File: src/rtl/lzwd_pkg.sv
// ----------------------------------------------------------------------------
// lzwd_pkg: shared types and constants of the LZW (.Z) body decoder
// Widths, special codes, register indexes, result codes and the
// control/status bundles between controller and datapath.
// ----------------------------------------------------------------------------
package lzwd_pkg;

  localparam int MAX_BITS    = 16;
  localparam int TABLE_DEPTH = 1 << MAX_BITS;
  localparam int CODE_W      = MAX_BITS;
  localparam int CNT_W       = MAX_BITS + 1;
  localparam int WID_W       = 5;
  localparam int BUF_W       = 24;
  localparam int CFG_IDX_W   = 8;
  localparam int CFG_DATA_W  = 8;

  localparam logic [CNT_W-1:0]  CLEAR_CODE   = CNT_W'(256);
  localparam logic [CNT_W-1:0]  FIRST_FREE_B = CNT_W'(257);
  localparam logic [CNT_W-1:0]  FIRST_FREE_N = CNT_W'(256);
  localparam logic [WID_W-1:0]  FIRST_WIDTH  = WID_W'(9);
  localparam logic [WID_W-1:0]  LIMIT_HIGH   = WID_W'(MAX_BITS);
  localparam logic [WID_W-1:0]  RESET_MAXBIT = WID_W'(16);

  localparam logic [CFG_IDX_W-1:0] CFG_MAX_CODE_BITS = CFG_IDX_W'(0);
  localparam logic [CFG_IDX_W-1:0] CFG_BLOCK_MODE    = CFG_IDX_W'(1);

  typedef enum logic [1:0] {
    ST_OK      = 2'd0,
    ST_REFUSED = 2'd1,
    ST_INVALID = 2'd2,
    ST_FAILED  = 2'd3
  } status_t;

  typedef enum logic [2:0] {
    S_IDLE,
    S_POP,
    S_CHECK,
    S_WALK,
    S_FETCH,
    S_FINISH
  } state_t;

  typedef enum logic [2:0] {
    OP_NONE,
    OP_ACCEPT,
    OP_POP_DONE,
    OP_CHECK,
    OP_WALK,
    OP_FETCH,
    OP_FINISH
  } op_t;

  typedef struct packed {
    op_t op;
  } cmd_t;

  typedef struct packed {
    logic go_pop;
    logic go_check;
    logic check_walk;
    logic walk_more;
    logic res_busy;
  } sts_t;

endpackage

File: src/rtl/lzwd_ctrl.sv
// ----------------------------------------------------------------------------
// lzwd_ctrl: sequencer of the decoder
// Steps each item through a pop, or a code check, chain walk and table update.
// ----------------------------------------------------------------------------
module lzwd_ctrl (
  input  logic              clk,
  input  logic              rst,
  input  logic              in_valid,
  input  logic              cfg_valid,
  input  lzwd_pkg::sts_t    sts,
  output lzwd_pkg::cmd_t    cmd,
  output lzwd_pkg::state_t state,
  output logic              in_stall,
  output logic              cfg_ready
);

  lzwd_pkg::state_t state_next;
  logic             accept;

  assign cfg_ready = (state == lzwd_pkg::S_IDLE);
  // config takes the idle cycle ahead of an input beat
  assign in_stall  = (state != lzwd_pkg::S_IDLE) || sts.res_busy || cfg_valid;
  assign accept    = in_valid && !in_stall;

  always_ff @(posedge clk) begin
    if (rst) begin
      state <= lzwd_pkg::S_IDLE;
    end else begin
      state <= state_next;
    end
  end

  always_comb begin
    state_next = state;
    cmd.op     = lzwd_pkg::OP_NONE;
    case (state)
      lzwd_pkg::S_IDLE: begin
        if (accept) begin
          cmd.op = lzwd_pkg::OP_ACCEPT;
          if (sts.go_pop) begin
            state_next = lzwd_pkg::S_POP;
          end else if (sts.go_check) begin
            state_next = lzwd_pkg::S_CHECK;
          end
        end
      end
      lzwd_pkg::S_POP: begin
        cmd.op     = lzwd_pkg::OP_POP_DONE;
        state_next = lzwd_pkg::S_IDLE;
      end
      lzwd_pkg::S_CHECK: begin
        cmd.op     = lzwd_pkg::OP_CHECK;
        state_next = sts.check_walk ? lzwd_pkg::S_WALK : lzwd_pkg::S_IDLE;
      end
      lzwd_pkg::S_WALK: begin
        cmd.op     = lzwd_pkg::OP_WALK;
        state_next = sts.walk_more ? lzwd_pkg::S_FETCH : lzwd_pkg::S_FINISH;
      end
      lzwd_pkg::S_FETCH: begin
        cmd.op     = lzwd_pkg::OP_FETCH;
        state_next = lzwd_pkg::S_WALK;
      end
      lzwd_pkg::S_FINISH: begin
        cmd.op     = lzwd_pkg::OP_FINISH;
        state_next = lzwd_pkg::S_IDLE;
      end
      default: begin
        state_next = lzwd_pkg::S_IDLE;
      end
    endcase
  end

endmodule

File: config.mk
export PLATFORM = sky130hd
export DESIGN_NAME = lzwd_ctrl
export DESIGN_NICKNAME = d
export VERILOG_FILES = /design/src/rtl/lzwd_pkg.sv /design/src/rtl/lzwd_ctrl.sv
export SDC_FILE = /design/constraint.sdc
export NUM_CORES = 1
export LEC_CHECK = 0
export BUFFER_PORTS_ARGS = -buffer_cell sky130_fd_sc_hd__buf_4
export CORE_AREA = 2 2 39 41
export CTS_CLUSTER_DIAMETER = 150
export DETAILED_ROUTE_END_ITERATION = 8
export DIE_AREA = 0 0 41 43
export HOLD_SLACK_MARGIN = 0.05
export SLEW_MARGIN = 20
export SYNTH_ARGS = -nofsm -noshare
export SYNTH_HDL_FRONTEND = slang
export SYNTH_SLANG_ARGS = --single-unit
File: constraint.sdc
create_clock -name clk -period 2.7 [get_ports clk]
set_input_delay 0.135 -clock clk [delete_from_list [all_inputs] [get_ports clk]]
set_output_delay 0.135 -clock clk [all_outputs]
set_load 0.02 [all_outputs]
==> results_dict.tcl, run 1 <==
set metrics [dict create \
    path_buf_inv 1 \
    period_needed_ns 1.54 \
    final_common_cell "buf_4" \
    numCtsBuffers 3 \
    grt_pass1_wl_mm 1.06 \
    avgSynthCellArea_um2 8.43 \
    yosys_warnings 0 \
    largest_reg_flops 3 \
    clkLatencyLatePin_ns 0.24 \
    reg2regPathDepth 3 \
    synth_xor_area_frac 0 \
    io_buffers 16 \
    timing.fmax_mhz 649 \
    ys_top_cells_by_area "dfxtp_1 (26%), a2111oi_2 (6.6%), a211oi_1 (6.6%), nand2_1 (6.6%), nor2b_4 (6.0%)" \
    worst_setup_path_end_kind "primary output" \
    min_period_over_period 0.571 \
    vias 266 \
    die_area_um2 1760 \
    fin_util 0.271 \
    min_from "rst" \
    tightest_slew_ns 0.485 \
    synth_top_family_by_area "simple AND/OR/NAND/NOR gates" \
    arrival_ns 1.41 \
    p_switching_uw 42.9 \
    hpwlAfterDp_um 484 \
    path_class "reg -> out" \
    clock_power_share 0.527 \
    post_cts_buffers 0 \
    ctsHoldBuffers 0 \
    hold_slack_ns 0.0810 \
    areaGrowthSynthToFinish_pct 64.8 \
    path_delay_family "compound AO/OA/AOI/OAI gates" \
    timing.rr.start "state[1]$_SDFFE_PP0P_" \
    required_ns 2.57 \
    synth_compound_area_frac 0.269 \
    rrSetupSlack_ns 1.39 \
    root_buffer "clkbuf_4" \
    power_frac_seq 0.293 \
    dr.pass1.iters 4 \
    synthAdderAreaFrac 0 \
    swShare 0.269 \
    synth.distinct_cells 18 \
    cts_tree "built" \
    layout.cells.non_filler 61 \
    hold_class "in -> reg" \
    finalHoldViolations 0 \
    synth_mux_area_frac 0.0440 \
    p_per_area_nw_per_um2 425 \
    worstPathMaxFanout 9 \
    diodes 0 \
    p_leak_uw 0.000152 \
    finClkSkew_ns 0.00313 \
    top_regs "state (3)" \
    setup_slack_ns 1.16 \
    rows 14 \
    finalSetupViolCount 0 \
    synth_simple_gate_area_share 0.324 \
    io_pins 17 \
    internal_power_uw 117 \
    cap_violations 0 \
    syn-num-nets 36 \
    die_h_um 43 \
    max_slew_margin 0.675 \
    fin_tns_setup_ns 0 \
    grt_usage 0.0931 \
    grt_setup_unrepaired "false" \
    min_to "state[0]$_SDFFE_PP0P_" \
    grt_pass1_vias 246 \
    combPwrFrac 0.180 \
    crit_path_frequent_cell "a211oi_1" \
    start_util 0.165 \
    synth_top_cell_by_area "dfxtp_1" \
    cp-start-kind "flip-flop" \
    syn_inst 27 \
    grt.busiest_layer "met2" \
    grt.overflow.total 0 \
    dr.first_iter.drc_count 11 \
    seq_area_frac_synth 0.264 \
    final_cell_mix "buf_4 (16), nand2_1 (4), nor2_1 (3), clkbuf_4 (3), dfxtp_1 (3)" \
    fillers 164 \
    synth_top_area_frac 0.264 \
    cts_max_path_buffers 2 \
    ys_ff_latch 3 \
    antenna_found_initial 0 \
    drive_gt1_frac 0.489 \
    drt-total-wl_um 648 \
    h-tree-depth 1 \
    use_met1 0.111 \
    place_inst 57 \
    slowest_stage "a211oi_1" \
    fp.dieW_um 41 \
    reg2reg_to "state[0]$_SDFFE_PP0P_" \
    status "complete, no violations" \
    met2_usage 0.113 \
    grt_max_degree 12 \
    holdPathStages 2 \
    crit_chain "a211oi_1 -> a211oi_1 -> buf_4" \
    cts_resized 0 \
    drc 0 \
    avgViaCountPerCell 4.36 \
    cts_sinks 3 \
    place_congestion 0.706 \
    cp_slowest_stage_delay_ns 0.48 \
    syn-cell-area_um2 228 \
    vdd_ir_drop_max_mv 0.130 \
    met3_usage 0.0681 \
    place_ws_ns 1.39 \
    regMostFlops "state" \
    final_max_slew_viol_count 0 \
    final_nets 55 \
    wl_per_cell_um 10.6 \
    clk_pin_slew_worst_paths_ns 0.04 \
    core-area_um2 1380 \
    ant_nets 0 \
]
through the flow:
stage                     cell area [um2]  total power [uW]
after CTS                             375               163
after global routing                  375               172
after global placement                349              76.4
after floorplan                       228              60.8
final                                 375               160
after detailed placement              349              76.4
power groups by stage:
stage | Combinational (uW) | Sequential (uW) | Clock, uW
finish | 28.7 | 46.7 | 84.2
global route | 31.3 | 46.8 | 93.7
CTS | 29.1 | 46.7 | 86.7
detailed placement | 29.0 | 47.4 | 0
global placement | 29.0 | 47.4 | 0
floorplan | 13.9 | 46.9 | 0
layer usage:
metal	vias to the layer above	part of all wire	routed length, um
li1	134	-	-
met1	109	0.45	290
met2	20	0.41	267
met3	3	0.12	79
met4	0	0.017	11
met5	-	0	0
cell type report:
type / count / area, um2 / share of cell area
Multi-Input combinational cell: 21 / 145 / 0.387
Tap cell: 16 / 20.0 / 0.0533
Sequential cell: 3 / 60.1 / 0.160
Inverter: 1 / 3.75 / 0.0100
Clock buffer: 4 / 26.3 / 0.0700
Timing Repair Buffer: 16 / 120 / 0.320
Yosys cell counts:
master	count
o21ai_0	2
a211oi_1	2
nor4b_1	1
inv_1	1
nor2b_4	1
buf_6	1
nor3_1	1
dfxtp_1	3
nor2_1	3
o211ai_2	1
nor4_1	1
nand2_1	4
a2111oi_2	1
buf_4	1
nor3b_1	1
mux2i_1	1
a2bb2oi_1	1
nor2b_1	1
worst register-to-register path, cell delays in order (launching register included):
cell       delay, ns
dfxtp_1         0.51
nor2b_4         0.24
o211ai_2        0.11
a2111oi_2       0.36
worst max path at each step:
stage / from / end / cells past startpoint
final: state[2]$_SDFFE_PP0P_ / cmd[0] / 3
after global routing: state[2]$_SDFFE_PP0P_ / cmd[0] / 3
after CTS: state[2]$_SDFFE_PP0P_ / cmd[0] / 3
after detailed placement: state[1]$_SDFFE_PP0P_ / state[0]$_SDFFE_PP0P_ / 3
after global placement: state[1]$_SDFFE_PP0P_ / state[0]$_SDFFE_PP0P_ / 3
after floorplan: state[1]$_SDFFE_PP0P_ / in_stall / 3
kinds of logic (layout without fill, tap and decap cells):
kind of cell	Yosys count	count (layout)
mux	1	1
buf+inv	3	21
flops	3	3
compound gates	7	7
simple gates	13	13
No activity file was read; power rests on OpenSTA's default activity.
==> inputs of run 2 (changes only) <==
--- a/config.mk
+++ b/config.mk
@@ -5,6 +5,7 @@
 export SDC_FILE = /design/constraint.sdc
 export NUM_CORES = 1
 export LEC_CHECK = 0
+export ABC_AREA = 1
 export BUFFER_PORTS_ARGS = -buffer_cell sky130_fd_sc_hd__buf_4
 export CORE_AREA = 2 2 39 41
 export CTS_CLUSTER_DIAMETER = 150
==> constraint.sdc (replaced) <==
create_clock -name clk -period 1.3 [get_ports clk]
set_input_delay 0.065 -clock clk [delete_from_list [all_inputs] [get_ports clk]]
set_output_delay 0.065 -clock clk [all_outputs]
set_load 0.02 [all_outputs]
==> run 2 against run 1 <==
  * Sequential share of layout area shrank 0.66 points
  * Highest routed layer is now met3
  * Hold slack better by 0.060 ns
  * Clock power grew 94%
==> results_dict.tcl, run 2 <==
set metrics [dict create \
    status "complete, no violations" \
    place_congestion 0.708 \
    synth_top_area_frac 0.273 \
    grt.overflow.total 0 \
    required_ns 1.24 \
    rows 14 \
    grt_pass1_vias 274 \
    fp.dieW_um 41 \
    finalSetupViolCount 0 \
    io_pins 17 \
    largest_reg_flops 3 \
    syn-num-nets 46 \
    met1_length_um 258 \
    finClkSkew_ns 0.00250 \
    dr_wl_met3_um 65 \
    cts_sinks 3 \
    timing.rr.start "state[0]$_SDFFE_PP0P_" \
    fillers 164 \
    cts_tree "built" \
    seq_area_frac_synth 0.273 \
    hold_slack_ns 0.141 \
    grt_max_degree 8 \
    final_cell_mix "buf_4 (18), nand2_1 (6), inv_1 (5)" \
    arrival_ns 1.19 \
    dr.pass1.iters 2 \
    timing.fmax_mhz 797 \
    synth_top_cell_by_area "dfxtp_1" \
    holdPathStages 3 \
    ys_ff_latch 3 \
    core-area_um2 1380 \
    regMostFlops "state" \
    p_leak_uw 0.000213 \
    final_area_um2 424 \
    min_period_over_period 0.965 \
    antenna_found_initial 0 \
    clk_pin_slew_worst_paths_ns 0.04 \
    io_buffers 16 \
    drc 0 \
    max_slew_margin 0.857 \
    avgViaCountPerCell 4.12 \
    final_common_cell "buf_4" \
    drive_gt1_frac 0.500 \
    syn-cell-area_um2 220 \
    fin_util 0.307 \
    wl_per_cell_um 8.37 \
    vdd_ir_drop_max_mv 0.284 \
    avgSynthCellArea_um2 5.95 \
    grt_usage 0.0873 \
    top_layer "met3" \
    drt-total-wl_um 636 \
    grt_setup_unrepaired "true" \
    rrSetupSlack_ns 0.34 \
    yosysMostFrequentCell "nand2_1" \
    die_h_um 43 \
    tightest_slew_ns 0.213 \
    final_max_slew_viol_count 0 \
    fin_tns_setup_ns 0 \
    min_from "in_valid" \
    place_ws_ns 0.177 \
    ys_top_cells_by_area "dfxtp_1 (27%), nand2_1 (12%), inv_1 (10%), nor2_2 (8.5%), o21ai_0 (6.8%)" \
    async_flop_share 0 \
    hpwlAfterDp_um 545 \
    finalHoldViolations 0 \
    synth_edf_count 0 \
    hold_class "in -> reg" \
    worst_setup_path_end_kind "primary output" \
    reg2reg_to "state[0]$_SDFFE_PP0P_" \
    path_class "reg -> out" \
    ys.flop_type "dfxtp_1" \
    setup_slack_ns 0.0457 \
    synth_common_cells "nand2_1 (7), inv_1 (6), nor2_1 (4)" \
    final_nets 70 \
    numCtsBuffers 3 \
    worstPathMaxFanout 5 \
    cts_max_path_buffers 2 \
    synth.distinct_cells 15 \
    period_needed_ns 1.25 \
    min_to "state[1]$_SDFFE_PP0P_" \
    root_buffer "clkbuf_4" \
    diodes 0 \
    ant_nets 0 \
    top_regs "state (3)" \
    start_util 0.159 \
    p_per_area_nw_per_um2 822 \
    die_area_um2 1760 \
    wl_met2_um 313 \
    crit_start "state[0]$_SDFFE_PP0P_" \
    reg2regPathDepth 4 \
    placed_area_um2 368 \
    areaGrowthSynthToFinish_pct 92.6 \
    grt_pass1_wl_mm 1.00 \
    clkLatencyLatePin_ns 0.23 \
    dr.first_iter.drc_count 3 \
    cap_violations 0 \
    h-tree-depth 1 \
    syn_inst 37 \
    vias 313 \
    cp-start-kind "flip-flop" \
    yosys_warnings 0 \
]
==> run 2: cell count changes after synthesis, moves of 2 or more <==
cell | before | now
a21oi_1 | 0 | 2
inv_1 | 1 | 6
nand2_1 | 4 | 7
nor2_2 | 0 | 3
a211oi_1 | 2 | 0
nand3_1 | 0 | 2
==> run 2: final cells by class <==
type | instances | area [um2] | area share
Clock buffer | 4 | 26.3 | 0.0619
Inverter | 6 | 22.5 | 0.0531
Multi-Input combinational cell | 28 | 145 | 0.342
Sequential cell | 3 | 65.1 | 0.153
Tap cell | 16 | 20.0 | 0.0472
Timing Repair Buffer | 19 | 145 | 0.342
==> run 2: cell families (layout without fill, tap and decap cells) <==
group,Yosys count,count (layout),synth area share
buffers and inverters,6,29,0.102
and+or+nand+nor,21,21,0.460
DFF,3,3,0.273
AOI/OAI and AO/OA,7,7,0.165
==> run 2: routing by layer <==
metal,GRT usage,up-vias
li1,-,167
met1,0.0929,135
met2,0.125,11
met3,0.0628,0
met4,0.0400,0
met5,0,-
==> run 2: worst max-delay path by stage <==
stage | to
finish | cmd[1]
global route | cmd[0]
CTS | cmd[0]
detailed placement | cmd[0]
global placement | cmd[0]
floorplan | cmd[0]
==> run 2: where the power goes <==
part	internal (uW)	switching [uW]	leakage [uW]
Sequential	93.8	4.52	0.0000255
Clock	115	48.4	0.0000150
Combinational	45.7	41.2	0.000172
Total	255	94.1	0.000213
==> run 2: worst max-delay path: stages, from the launching register on <==
cell,delay [ns]
dfxtp_2,0.38
nor2_4,0.07
buf_4,0.13
nor3b_1,0.21
buf_4,0.18
==> run 2: timing repair <==
action,in CTS,in global routing
hold endpoints to repair,1,0
gates resized for setup,2,4
pin swaps,0,1
setup endpoints to repair,1,1
hold buffers,1,0
setup buffers,0,1
==> run 2: through the flow <==
stage | std cells | total power, uW
after floorplan | 37 | 139
after global placement | 70 | 180
after detailed placement | 70 | 181
after CTS | 75 | 356
after global routing | 76 | 384
final | 76 | 349
==> inputs of run 3 (changes only) <==
--- a/config.mk
+++ b/config.mk
@@ -12,6 +12,7 @@
 export DETAILED_ROUTE_END_ITERATION = 8
 export DIE_AREA = 0 0 41 43
 export HOLD_SLACK_MARGIN = 0.05
+export PLACE_DENSITY = 0.48
 export SLEW_MARGIN = 20
 export SYNTH_ARGS = -nofsm -noshare
 export SYNTH_HDL_FRONTEND = slang
==> constraint.sdc (replaced) <==
create_clock -name clk -period 1.3 [get_ports clk]
set_input_delay 0.13 -clock clk [delete_from_list [all_inputs] [get_ports clk]]
set_output_delay 0.13 -clock clk [all_outputs]
set_load 0.02 [all_outputs]
==> run 3 against run 2 <==
  * Non-clock buffer count is 2 higher
  * Critical path depth is 1 higher
  * First-iteration DRC count is 67% lower
  * Final area is 11% higher
  * Sequential share of layout area is 1.2 points lower
  * Setup slack worse by 0.025 ns
  * Die area stayed put
  * Count of clock-buffer cells in the layout stayed put
  * Routed wire length is 5.3% higher
  * Sequential cell count stayed put
  * Fmax is 2.0% lower
  * Critical path type unchanged
  * Critical endpoint unchanged
  * Largest power group unchanged
==> results_dict.tcl, run 3 (synthesis gave the netlist of run 2 again) <==
set metrics [dict create \
    ant_nets 0 \
    grt_pass1_wl_mm 1.01 \
    grt_usage 0.0882 \
    h-tree-depth 1 \
    cts_tree "built" \
    core-area_um2 1380 \
    holdPathStages 2 \
    grt_setup_unrepaired "true" \
    timing.fmax_mhz 782 \
    finalSetupViolCount 0 \
    max_slew_margin 0.845 \
    fp.dieW_um 41 \
    final_cell_mix "buf_4 (19), nand2_1 (5)" \
    start_util 0.159 \
    cp-start-kind "flip-flop" \
    io_pins 17 \
    reg2regPathDepth 7 \
    p_leak_uw 0.000230 \
    avgViaCountPerCell 3.95 \
    drc 0 \
    finalHoldViolations 0 \
    worst_setup_path_end_kind "primary output" \
    final_nets 72 \
    top_regs "state (3)" \
    period_needed_ns 1.28 \
    wl_per_cell_um 8.59 \
    numCtsBuffers 3 \
    p_per_area_nw_per_um2 773 \
    largest_reg_flops 3 \
    final_max_slew_viol_count 0 \
    cts_max_path_buffers 2 \
    antenna_found_initial 0 \
    grt.overflow.total 0 \
    drive_gt1_frac 0.661 \
    dr.first_iter.drc_count 1 \
    cap_violations 0 \
    diodes 0 \
    areaGrowthSynthToFinish_pct 113 \
    die_area_um2 1760 \
    vias 308 \
    rows 14 \
    vdd_ir_drop_max_mv 0.281 \
    clkLatencyLatePin_ns 0.23 \
    path_class "reg -> out" \
    place_congestion 0.632 \
    arrival_ns 1.15 \
    grt_max_degree 7 \
    hpwlAfterDp_um 529 \
    min_period_over_period 0.984 \
    fillers 149 \
    regMostFlops "state" \
    io_buffers 16 \
    place_inst 72 \
    worstPathMaxFanout 5 \
    final_common_cell "buf_4" \
    status "complete, no violations" \
    clk_pin_slew_worst_paths_ns 0.04 \
    die_h_um 43 \
    finClkSkew_ns 0.00146 \
    dr.pass1.iters 2 \
    hold_class "in -> reg" \
    grt_pass1_vias 261 \
    fin_tns_setup_ns 0 \
    required_ns 1.17 \
    root_buffer "clkbuf_4" \
    layout.cells.non_filler 78 \
    drt-total-wl_um 670 \
    tightest_slew_ns 0.232 \
    cts_sinks 3 \
]
==> run 3: cell types whose count changed in the layout (fill, tap and decap cells not counted), sizes merged <==
| cell | before | now |
|---|---|---|
| dlygate4sd3 | 1 | 0 |
| buf | 18 | 21 |
==> run 3: area by class of cell <==
class	instances	area (um2)	area share
flip-flops and latches	3	66.3	0.141
inverters	6	22.5	0.0480
repair buffers	21	165	0.352
clock buffers	4	26.3	0.0560
well taps	16	20.0	0.0427
multi-input cells	28	169	0.360
==> run 3: path summary, 6_finish.rpt <==
kind / startpoint / end / slack, ns
setup / recovery: state[1]$_SDFFE_PP0P_ / cmd[1] / 0.02
hold / removal: rst / state[2]$_SDFFE_PP0P_ / 0.07
setup reg to reg: state[1]$_SDFFE_PP0P_ / state[0]$_SDFFE_PP0P_ / 0.31
hold reg to reg: state[2]$_SDFFE_PP0P_ / state[2]$_SDFFE_PP0P_ / 0.48
==> run 3: routing by layer <==
layer	part of all wire	GRT usage	up-vias
met3	0.042	0.0314	0
met2	0.52	0.125	6
li1	-	-	175
met4	0	0.0600	0
met1	0.44	0.105	127
met5	0	0	-
==> run 3: timing repair <==
action                                  CTS  global route
cloned                                    0             0
endpoints found under the setup margin    2             2
setup buffers                             1             1
hold buffers                              0             0
resized for setup                         5            12
pin swaps                                 1             3
==> run 3: power breakdown <==
group / leakage (uW) / internal [uW] / switching [uW]
sequential: 0.0000260 / 93.8 / 3.85
clock: 0.0000150 / 115 / 49.3
combinational: 0.000189 / 53.9 / 46.7
==> run 3: critical path, stage by stage, from the launching register on <==
cell,delay [ns]
dfxtp_4,0.36
buf_4,0.14
nand2_2,0.07
inv_2,0.04
nor3b_2,0.16
buf_4,0.16
==> run 3: through the flow <==
step	setup WS (ns)	instance area [um2]	power (uW)	utilization	hold slack, ns
floorplan	-0.0177	220	140	-	0.207
global placement	0.212	383	185	0.277	0.317
detailed placement	0.209	383	185	0.277	0.322
CTS	0.00756	430	363	0.311	0.0673
global route	-0.0419	469	393	0.339	0.0594
finish	0.0205	469	363	0.339	0.0701
